## config.mk

```make
export PLATFORM = sky130hd
export DESIGN_NAME = periodic_interrupt_timer
export DESIGN_NICKNAME = d
export VERILOG_FILES = /design/src/hw/rtl/pit_pkg.sv /design/src/hw/rtl/pit_channel.sv /design/src/hw/rtl/periodic_interrupt_timer.sv
export SDC_FILE = /design/constraint.sdc
export NUM_CORES = 1
export LEC_CHECK = 0
export CORE_MARGIN = 3
export CORE_UTILIZATION = 35
export CTS_BUF_LIST = sky130_fd_sc_hd__clkbuf_16
export DETAILED_ROUTE_END_ITERATION = 12
export DONT_BUFFER_PORTS = 1
export REMOVE_ABC_BUFFERS = 1
export SLEW_MARGIN = 20
export SYNTH_ARGS = -nofsm -noshare
export SYNTH_HDL_FRONTEND = slang
export SYNTH_SLANG_ARGS = --single-unit
export TNS_END_PERCENT = 50
```

## constraint.sdc

```tcl
create_clock -name clk -period 9.8 [get_ports clk]
set_input_delay 0 -clock clk [delete_from_list [all_inputs] [get_ports clk]]
set_output_delay 0 -clock clk [all_outputs]
set_load 0.005 [all_outputs]
```

## src/hw/rtl/pit_pkg.sv

```systemverilog
// ----------------------------------------------------------------------------
// pit_pkg
// shared types and constants of the periodic interrupt timer: request codes,
// register map and the control/status bundles between top level and channels
// ----------------------------------------------------------------------------
package pit_pkg;

  // request codes carried on the func field
  typedef enum logic [1:0] {
    FUNC_READ  = 2'd0,
    FUNC_WRITE = 2'd1,
    FUNC_TICK  = 2'd2
  } pit_func_t;

  localparam int unsigned ADDR_W = 12;
  localparam int unsigned DATA_W = 32;
  localparam int unsigned CNT_W  = 33;
  localparam int unsigned MCR_W  = 4;
  // channel index field of a channel-relative offset
  localparam int unsigned CH_IDX_W = 8;

  // global register map
  localparam logic [ADDR_W-1:0] ADDR_VERID   = 12'h000;
  localparam logic [ADDR_W-1:0] ADDR_PARAM   = 12'h004;
  localparam logic [ADDR_W-1:0] ADDR_MCR     = 12'h008;
  localparam logic [ADDR_W-1:0] ADDR_MSR     = 12'h00C;
  localparam logic [ADDR_W-1:0] ADDR_MIER    = 12'h010;
  localparam logic [ADDR_W-1:0] ADDR_SETTEN  = 12'h014;
  localparam logic [ADDR_W-1:0] ADDR_CLRTEN  = 12'h018;
  localparam logic [ADDR_W-1:0] ADDR_CH_BASE = 12'h020;

  // per-channel register offsets (channel span is 0x10)
  localparam logic [3:0] CH_RELOAD = 4'h0;
  localparam logic [3:0] CH_COUNT  = 4'h4;
  localparam logic [3:0] CH_CTRL   = 4'h8;

  localparam logic [DATA_W-1:0] VERSION_WORD = 32'h0100_0000;

  // module control bits
  localparam int unsigned MCR_ENABLE_BIT = 0;
  localparam int unsigned MCR_SWRST_BIT  = 1;
  // channel control bits
  localparam int unsigned CTRL_EN_BIT    = 0;

  // commands to one channel, already qualified by the accepted request
  typedef struct packed {
    logic              tick;
    logic              wr_reload;
    logic              wr_ctrl;
    logic              set_en;
    logic              clr_en;
    logic              swrst;
    logic              mod_en;
    logic [DATA_W-1:0] wdata;
  } pit_chan_cmd_t;

  // state seen from the bus plus the expiry strobe
  typedef struct packed {
    logic [DATA_W-1:0] reload;
    logic [DATA_W-1:0] ctrl;
    logic [DATA_W-1:0] count;
    logic              expire;
  } pit_chan_stat_t;

endpackage

```

## src/hw/rtl/pit_channel.sv

```systemverilog
// ----------------------------------------------------------------------------
// pit_channel
// one timer channel: reload value, control word, 33-bit down-counter and
// running flag, updated once per accepted request
// ----------------------------------------------------------------------------
module pit_channel
  import pit_pkg::*;
(
  input  logic           clk,
  input  logic           rst_n,
  input  pit_chan_cmd_t  cmd,
  output pit_chan_stat_t stat
);

  logic [DATA_W-1:0] reload_r, reload_nxt;
  logic [DATA_W-1:0] ctrl_r, ctrl_nxt;
  logic [CNT_W-1:0]  count_r, count_nxt;
  logic              run_r, run_nxt;
  logic [CNT_W-1:0]  reload_p1;
  logic              start;
  logic              expire;

  assign reload_p1 = {1'b0, reload_r} + CNT_W'(1);

  always_comb begin
    reload_nxt = reload_r;
    ctrl_nxt   = ctrl_r;
    count_nxt  = count_r;
    run_nxt    = run_r;
    start      = 1'b0;
    expire     = 1'b0;

    if (cmd.swrst) begin
      reload_nxt = '0;
      ctrl_nxt   = '0;
      run_nxt    = 1'b0;
    end
    if (cmd.wr_reload) begin
      reload_nxt = cmd.wdata;
    end
    if (cmd.wr_ctrl) begin
      ctrl_nxt = cmd.wdata;
      // rising enable starts, falling enable stops
      if (cmd.wdata[CTRL_EN_BIT] && !ctrl_r[CTRL_EN_BIT]) begin
        start = 1'b1;
      end else if (!cmd.wdata[CTRL_EN_BIT] && ctrl_r[CTRL_EN_BIT]) begin
        run_nxt = 1'b0;
      end
    end
    if (cmd.set_en) begin
      ctrl_nxt[CTRL_EN_BIT] = 1'b1;
      start                 = 1'b1;
    end
    if (cmd.clr_en) begin
      ctrl_nxt[CTRL_EN_BIT] = 1'b0;
      run_nxt               = 1'b0;
    end
    if (start) begin
      if (cmd.mod_en) begin
        count_nxt = reload_p1;
        run_nxt   = 1'b1;
      end else begin
        run_nxt = 1'b0;
      end
    end
    if (cmd.tick && run_r) begin
      if (count_r <= CNT_W'(1)) begin
        expire    = 1'b1;
        count_nxt = reload_p1;
      end else begin
        count_nxt = count_r - CNT_W'(1);
      end
    end
  end

  always_ff @(posedge clk) begin
    if (!rst_n) begin
      reload_r <= '0;
      ctrl_r   <= '0;
      count_r  <= '0;
      run_r    <= 1'b0;
    end else begin
      reload_r <= reload_nxt;
      ctrl_r   <= ctrl_nxt;
      count_r  <= count_nxt;
      run_r    <= run_nxt;
    end
  end

  assign stat.reload = reload_r;
  assign stat.ctrl   = ctrl_r;
  assign stat.count  = count_r[DATA_W-1:0];
  assign stat.expire = expire;

endmodule

```

## src/hw/rtl/periodic_interrupt_timer.sv

```systemverilog
// ----------------------------------------------------------------------------
// periodic_interrupt_timer
// multi-channel periodic interrupt timer with a request-per-cycle interface
// ----------------------------------------------------------------------------
// Each request is a bus read, a bus write or one peripheral-clock tick, and
// each request yields exactly one result (read data, zero for writes and
// ticks, and the interrupt line as it stands after the request). The block
// takes one request every cycle while the receiver keeps up. A result is
// offered after its request leaves the input register, where the address
// decode and the per-channel counter update happen, and then waits in the
// result register until the receiver takes it. The result register and the
// input register together let a new request in while an earlier result is
// still stalled. Channels count down on tick requests only and set their
// status flag when the period of reload + 1 ticks elapses.
// ----------------------------------------------------------------------------
module periodic_interrupt_timer
  import pit_pkg::*;
#(
  parameter int unsigned N_CHAN = 4
) (
  input  logic              clk,
  input  logic              rst_n,
  // request channel
  input  logic              in_valid,
  output logic              in_stall,
  input  logic [1:0]        in_func,
  input  logic [ADDR_W-1:0] in_addr,
  input  logic [DATA_W-1:0] in_wdata,
  // result channel
  output logic              out_valid,
  input  logic              out_stall,
  output logic [DATA_W-1:0] out_rdata,
  output logic              out_irq
);

  // input register
  logic              s1_valid_r;
  logic [1:0]        s1_func_r;
  logic [ADDR_W-1:0] s1_addr_r;
  logic [DATA_W-1:0] s1_wdata_r;

  // result register
  logic              out_valid_r;
  logic [DATA_W-1:0] out_rdata_r, out_rdata_nxt;
  logic              out_irq_r, out_irq_nxt;

  // global registers
  logic [MCR_W-1:0]  mcr_r, mcr_nxt;
  logic [N_CHAN-1:0] status_r, status_nxt;
  logic [N_CHAN-1:0] ien_r, ien_nxt;

  logic s1_adv;
  logic s1_fire;
  logic is_rd, is_wr, is_tick;
  logic wr_mcr, wr_msr, wr_mier, wr_setten, wr_clrten, swrst;

  // channel-relative decode
  logic [ADDR_W-1:0]   ch_off;
  logic [CH_IDX_W-1:0] ch_idx;
  logic [3:0]          ch_reg;
  logic                chan_hit;

  pit_chan_cmd_t     chan_cmd  [N_CHAN];
  pit_chan_stat_t    chan_stat [N_CHAN];
  logic [N_CHAN-1:0] expire_vec;
  logic [N_CHAN-1:0] en_mask;
  logic [DATA_W-1:0] chan_rdata;

  // the request in the input register moves on when the result slot is free
  assign s1_adv    = !out_valid_r || !out_stall;
  assign s1_fire   = s1_valid_r && s1_adv;
  // a request is refused only while the input register holds one that cannot move
  assign in_stall  = s1_valid_r && !s1_adv;
  assign out_valid = out_valid_r;
  assign out_rdata = out_rdata_r;
  assign out_irq   = out_irq_r;

  always_ff @(posedge clk) begin
    if (!rst_n) begin
      s1_valid_r <= 1'b0;
    end else if (!in_stall) begin
      s1_valid_r <= in_valid;
    end
  end

  // request payload, no reset needed
  always_ff @(posedge clk) begin
    if (in_valid && !in_stall) begin
      s1_func_r  <= in_func;
      s1_addr_r  <= in_addr;
      s1_wdata_r <= in_wdata;
    end
  end

  // request decode
  assign is_rd   = s1_fire && (s1_func_r == FUNC_READ);
  assign is_wr   = s1_fire && (s1_func_r == FUNC_WRITE);
  assign is_tick = s1_fire && (s1_func_r == FUNC_TICK);

  assign wr_mcr    = is_wr && (s1_addr_r == ADDR_MCR);
  assign wr_msr    = is_wr && (s1_addr_r == ADDR_MSR);
  assign wr_mier   = is_wr && (s1_addr_r == ADDR_MIER);
  assign wr_setten = is_wr && (s1_addr_r == ADDR_SETTEN);
  assign wr_clrten = is_wr && (s1_addr_r == ADDR_CLRTEN);
  assign swrst     = wr_mcr && s1_wdata_r[MCR_SWRST_BIT];

  // channel window starts at the channel base, 0x10 bytes per channel
  assign ch_off   = s1_addr_r - ADDR_CH_BASE;
  assign ch_idx   = ch_off[ADDR_W-1:4];
  assign ch_reg   = ch_off[3:0];
  assign chan_hit = (s1_addr_r >= ADDR_CH_BASE) && (ch_idx < CH_IDX_W'(N_CHAN));

  // per-channel command bundles and the channel lanes
  for (genvar g = 0; g < N_CHAN; g++) begin : g_chan
    logic sel;

    assign sel = chan_hit && (ch_idx == CH_IDX_W'(g));

    assign chan_cmd[g].tick      = is_tick;
    assign chan_cmd[g].wr_reload = is_wr && sel && (ch_reg == CH_RELOAD);
    assign chan_cmd[g].wr_ctrl   = is_wr && sel && (ch_reg == CH_CTRL);
    assign chan_cmd[g].set_en    = wr_setten && s1_wdata_r[g];
    assign chan_cmd[g].clr_en    = wr_clrten && s1_wdata_r[g];
    assign chan_cmd[g].swrst     = swrst;
    assign chan_cmd[g].mod_en    = mcr_r[MCR_ENABLE_BIT];
    assign chan_cmd[g].wdata     = s1_wdata_r;

    pit_channel u_channel (
      .clk   (clk),
      .rst_n (rst_n),
      .cmd   (chan_cmd[g]),
      .stat  (chan_stat[g])
    );

    assign expire_vec[g] = chan_stat[g].expire;
    assign en_mask[g]    = chan_stat[g].ctrl[CTRL_EN_BIT];
  end

  // global register updates; software reset wins over the flag clear
  always_comb begin
    mcr_nxt    = mcr_r;
    ien_nxt    = ien_r;
    status_nxt = status_r | expire_vec;
    if (wr_mcr) begin
      mcr_nxt = s1_wdata_r[MCR_W-1:0];
    end
    if (wr_mier) begin
      ien_nxt = s1_wdata_r[N_CHAN-1:0];
    end
    if (wr_msr) begin
      status_nxt = status_r & ~s1_wdata_r[N_CHAN-1:0];
    end
    if (swrst) begin
      status_nxt = '0;
    end
  end

  // channel register read, one lane selected by the decoded index
  always_comb begin
    chan_rdata = '0;
    for (int i = 0; i < N_CHAN; i++) begin
      if (ch_idx == CH_IDX_W'(i)) begin
        unique case (ch_reg)
          CH_RELOAD: chan_rdata = chan_stat[i].reload;
          CH_COUNT:  chan_rdata = chan_stat[i].count;
          CH_CTRL:   chan_rdata = chan_stat[i].ctrl;
          default:   chan_rdata = '0;
        endcase
      end
    end
  end

  // read mux; unknown offsets read as zero
  always_comb begin
    out_rdata_nxt = '0;
    if (is_rd) begin
      unique case (s1_addr_r)
        ADDR_VERID:  out_rdata_nxt = VERSION_WORD;
        ADDR_PARAM:  out_rdata_nxt = DATA_W'(N_CHAN);
        ADDR_MCR:    out_rdata_nxt = DATA_W'(mcr_r);
        ADDR_MSR:    out_rdata_nxt = DATA_W'(status_r);
        ADDR_MIER:   out_rdata_nxt = DATA_W'(ien_r);
        ADDR_SETTEN: out_rdata_nxt = DATA_W'(en_mask);
        ADDR_CLRTEN: out_rdata_nxt = DATA_W'(en_mask);
        default:     out_rdata_nxt = chan_hit ? chan_rdata : '0;
      endcase
    end
  end

  // interrupt line as it stands after this request
  assign out_irq_nxt = |(status_nxt & ien_nxt);

  always_ff @(posedge clk) begin
    if (!rst_n) begin
      mcr_r    <= '0;
      status_r <= '0;
      ien_r    <= '0;
    end else begin
      mcr_r    <= mcr_nxt;
      status_r <= status_nxt;
      ien_r    <= ien_nxt;
    end
  end

  always_ff @(posedge clk) begin
    if (!rst_n) begin
      out_valid_r <= 1'b0;
    end else if (s1_adv) begin
      out_valid_r <= s1_valid_r;
    end
  end

  always_ff @(posedge clk) begin
    if (s1_fire) begin
      out_rdata_r <= out_rdata_nxt;
      out_irq_r   <= out_irq_nxt;
    end
  end

`ifndef NO_ASSERTIONS
  // a request leaving the input register always lands in the result register
  a_fire_to_out: assert property (@(posedge clk) disable iff (!rst_n)
    s1_fire |=> out_valid_r)
    else $error("request lost between input and result register");

  // reported interrupt matches the flags and enables it was taken from
  a_irq_consistent: assert property (@(posedge clk) disable iff (!rst_n)
    s1_fire |=> (out_irq_r == |(status_r & ien_r)))
    else $error("interrupt line out of step with flags and enables");

  // software reset leaves no status flag set
  a_swrst_clears: assert property (@(posedge clk) disable iff (!rst_n)
    swrst |=> (status_r == '0))
    else $error("status flags survived software reset");

  // flags only change on an accepted request
  a_status_quiet: assert property (@(posedge clk) disable iff (!rst_n)
    !s1_fire |=> $stable(status_r))
    else $error("status flags changed with no request");
`endif

endmodule

```

==> key figures <==
Job
  – Max Cap Viol: 0

Power and ir drop
  – Share of power burned in registers: 47.4%
  – Clock power share: 49.1%
  – Design Power: 4.45 mW
  – Switching part of the total: 24.3%
  – Power Internal: 3.37 mW
  – PwrDens: 147 nW/µm²
  – Worst vdd ir: 0.000149 V
  – Switch Pwr: 1.08 mW
  – Combinational cell fraction of total power: 3.5%
  – Lkg Pwr: 9.96 nW

Timing
  – Setup TNS Final: 0 ns
  – Min cycle time layout: 4.41 ns
  – Hold Fails Final Rpt: 0
  – Clk_skew: 0.0255 ns
  – Setup violators final: 0
  – Tcrit/Tclk final: 45.0%
  – RSZ-0062 raised after global routing: no
  – FMAX: 227 MHz
  – Max-slew headroom: 16.4%
  – Worst Max-Slew Pin Slew: 1.25 ns
  – Final slew viol count: 0

Placed design
  – Routability cong.: 0.999
  – Placed Area: 27300 µm²
  – Buffers on Ports: 0
  – Post-DP HPWL: 72500 µm

Cells and area
  – Most frequent cells in the layout: 409 x nand2_1, 406 x dfxtp_1, 346 x nor2_1, 320 x a21oi_1, 234 x o21ai_0
  – Most common cell after layout, fill and taps aside: nand2_1
  – Area of the multi-input gates: 15000 µm²
  – Layout cells sized above 1: 5.96%
  – Register area: 10500 µm²
  – Fill count: 7597
  – P&R area growth vs syn: 13.0%
  – Final core utilization: 40.3%
  – Post-layout net count: 3376
  – Finished Cell Area: 30200 µm²

Clocking
  – # hold bufs at CTS: 95
  – Root buf cell: clkbuf_16
  – Post-CTS Repair Setup Buffers: 0
  – Max Root-Sink Buffers: 3
  – Register clock-pin slew on the reported worst setup and hold paths: 0.07 ns
  – Clock sinks: 485
  – H-Tree Depth: 2
  – CTS Buf Count: 54
  – Skew-Pair Late Insertion Delay: 0.63 ns
  – PostCTS Resize Cnt: 0
  – CTS tree: done

Drt
  – Post-route ant nets: 0
  – DR pass1 iterations: 8
  – DRT Wirelength: 109000 µm
  – Vias per cell: 6.18
  – Via count of the routed design: 26700
  – Iter 0 DRT Violations: 3492
  – Routed len/inst: 25.3 µm
  – DRC Markers: 0

GRT
  – Vias in the first global route: 24200
  – Grt ovf: 0
  – Met1 usage: 36.2%
  – First-pass GRT wire length: 161000 µm
  – GRT Overall Usage: 26.6%
  – Initial antenna violation count: 5
  – Met2 Use GR: 40.0%
  – Largest net degree at the start of global routing: 197
  – GR Util met3: 5.21%
  – GRT busiest layer: met2

Worst hold path
  – Worst min path class: in2reg

Synthesis
  – Post-synthesis adder-cell area fraction: 0.609%
  – Post-synth EDFFs: 79
  – Post-synthesis sequential area ratio: 39.3%
  – Syn avg cell area: 7.87 µm²
  – Largest family of logic cells by synthesized area: simple AND/OR/NAND/NOR gates
  – Netlist cell types: 91
  – Ys Warns: 0
  – Area share of and/or/nand/nor cells after synthesis: 23.7%
  – Cell count after synthesis: 3393
  – Register bit total from synthesis: 485
  – Post-Syn Area: 26700 µm²
  – Post-synth ARST share: 0%
  – Multiplexer share of the synthesized area: 4.95%
  – Ys flop type: dfxtp_1
  – Xor/xnor share of the synthesized area: 4.13%
  – Compound-Gate Fraction of Synth Area: 22.4%

Die
  – Initial Util: 35.6%
  – Chip width: 282 µm
  – Core ar.: 74900 µm²
  – Die Ht: 282 µm
  – Ports: 85
  – Area of the die: 79600 µm²
  – Row Count: 100

Setup path
  – Critical path launch point type: register
  – Crit path max fanout: 23
  – Required time worst endpoint: 10.25 ns
  – Worst Setup Path Type: reg2reg
  – Arrival time worst endpoint: 4.86 ns
  – Critical path endpoint category: register

Status
  – Status: finished, final reports clean
-- per-layer routing --
| layer | vias up | share of wire, % |
|---|---|---|
| met5 | - | 0.030 |
| met4 | 6 | 5.6 |
| met3 | 249 | 9.7 |
| met2 | 1375 | 43 |
| met1 | 12900 | 41 |
| li1 | 12200 | - |
-- power groups by stage --
stage          logic [mW]  registers, mW  clock network (mW)
6_report            0.156           2.11                2.18
3_3_place_gp        0.116           2.15                   0
2_1_floorplan      0.0632           2.12                   0
5_1_grt             0.162           2.11                2.27
4_1_cts             0.152           2.11                2.20
3_5_place_dp        0.115           2.15                   0
-- cells by family after synthesis --
family | after synthesis
AOI/OAI and AO/OA | 963
xor gates and xnor gates | 126
adders and majority gates | 13
buffers and inverters | 323
DFF | 485
muxes | 132
and+or+nand+nor | 1351
-- worst paths after layout --
check | start | end | slack (ns) | cells past startpoint
worst min register to register | g_chan[1].u_channel.ctrl_r[2] | g_chan[1].u_channel.ctrl_r[2] | 0.45 | 2
worst max register to register | s1_addr_r[5] | out_rdata[5] | 5.39 | 9
worst min-delay path | in_addr[6] | s1_addr_r[6] | 0.05 | 1
worst max-delay path | s1_addr_r[5] | out_rdata[5] | 5.39 | 9
-- synthesized netlist by cell type (18+ instances only) --
cell type	number	share of area, %
and4_1	19	0.62
mux2i_1	132	5.0
clkbuf_1	225	3.2
nor2_1	359	5.0
a222oi_1	20	0.75
and3_1	32	0.75
clkbuf_2	28	0.52
and2_1	18	0.42
o211ai_1	23	0.65
a221oi_1	22	0.72
inv_1	35	0.49
nor4_1	39	0.91
a21oi_1	320	6.0
xnor2_1	68	2.2
nand2_1	409	5.8
a22oi_1	140	3.9
edfxtp_1	79	8.9
nor3_1	91	1.7
dfxtp_1	406	30
o22ai_1	37	0.87
o21ai_0	235	4.4
nand3_1	227	4.3
a31oi_1	32	0.75
or3_1	25	0.59
xor2_1	58	1.9
nand4_1	50	1.2
-- layout make-up --
type	instances	area share (%)
multi-input cells	2585	49.8
flip-flops and latches	485	34.8
clock buffers	58	4.81
repair buffers	151	4.69
well taps	969	4.02
clock inverters	42	1.34
inverters	36	0.473
diodes	2	0.0166
-- state kept, by name, summed over array words and instances (netlist names) --
register	flops
g_chan.u_channel.count_r	132
status_r	4
mcr_r	4
s1_addr_r	12
s1_valid_r	1
out_rdata	32
s1_func_r	2
g_chan.u_channel.run_r	4
g_chan.u_channel.reload_r	128
s1_wdata_r	32
out_irq	1
ien_r	4
g_chan.u_channel.ctrl_r	128
out_valid	1
-- worst max-delay path, cell delays in order (launching register included) --
cell	delay, ns
edfxtp_1	0.59
inv_1	0.14
ha_1	0.32
nor4b_1	0.47
and2_1	0.34
nand2_1	0.33
a211oi_1	0.58
nand2b_1	0.71
nand2b_1	0.51
o22ai_1	0.24
-- metrics by stage --
stage	worst slack (ns)	hold WS (ns)	std cells
3_3_place_gp	5.53	0.0989	4130
3_5_place_dp	5.61	0.0989	4130
4_1_cts	5.57	0.0247	4325
5_1_grt	5.11	0.0412	4326
2_1_floorplan	-0.694	0.0989	3106
6_report	5.39	0.0485	4328
Power figures use the tool's default switching activity.
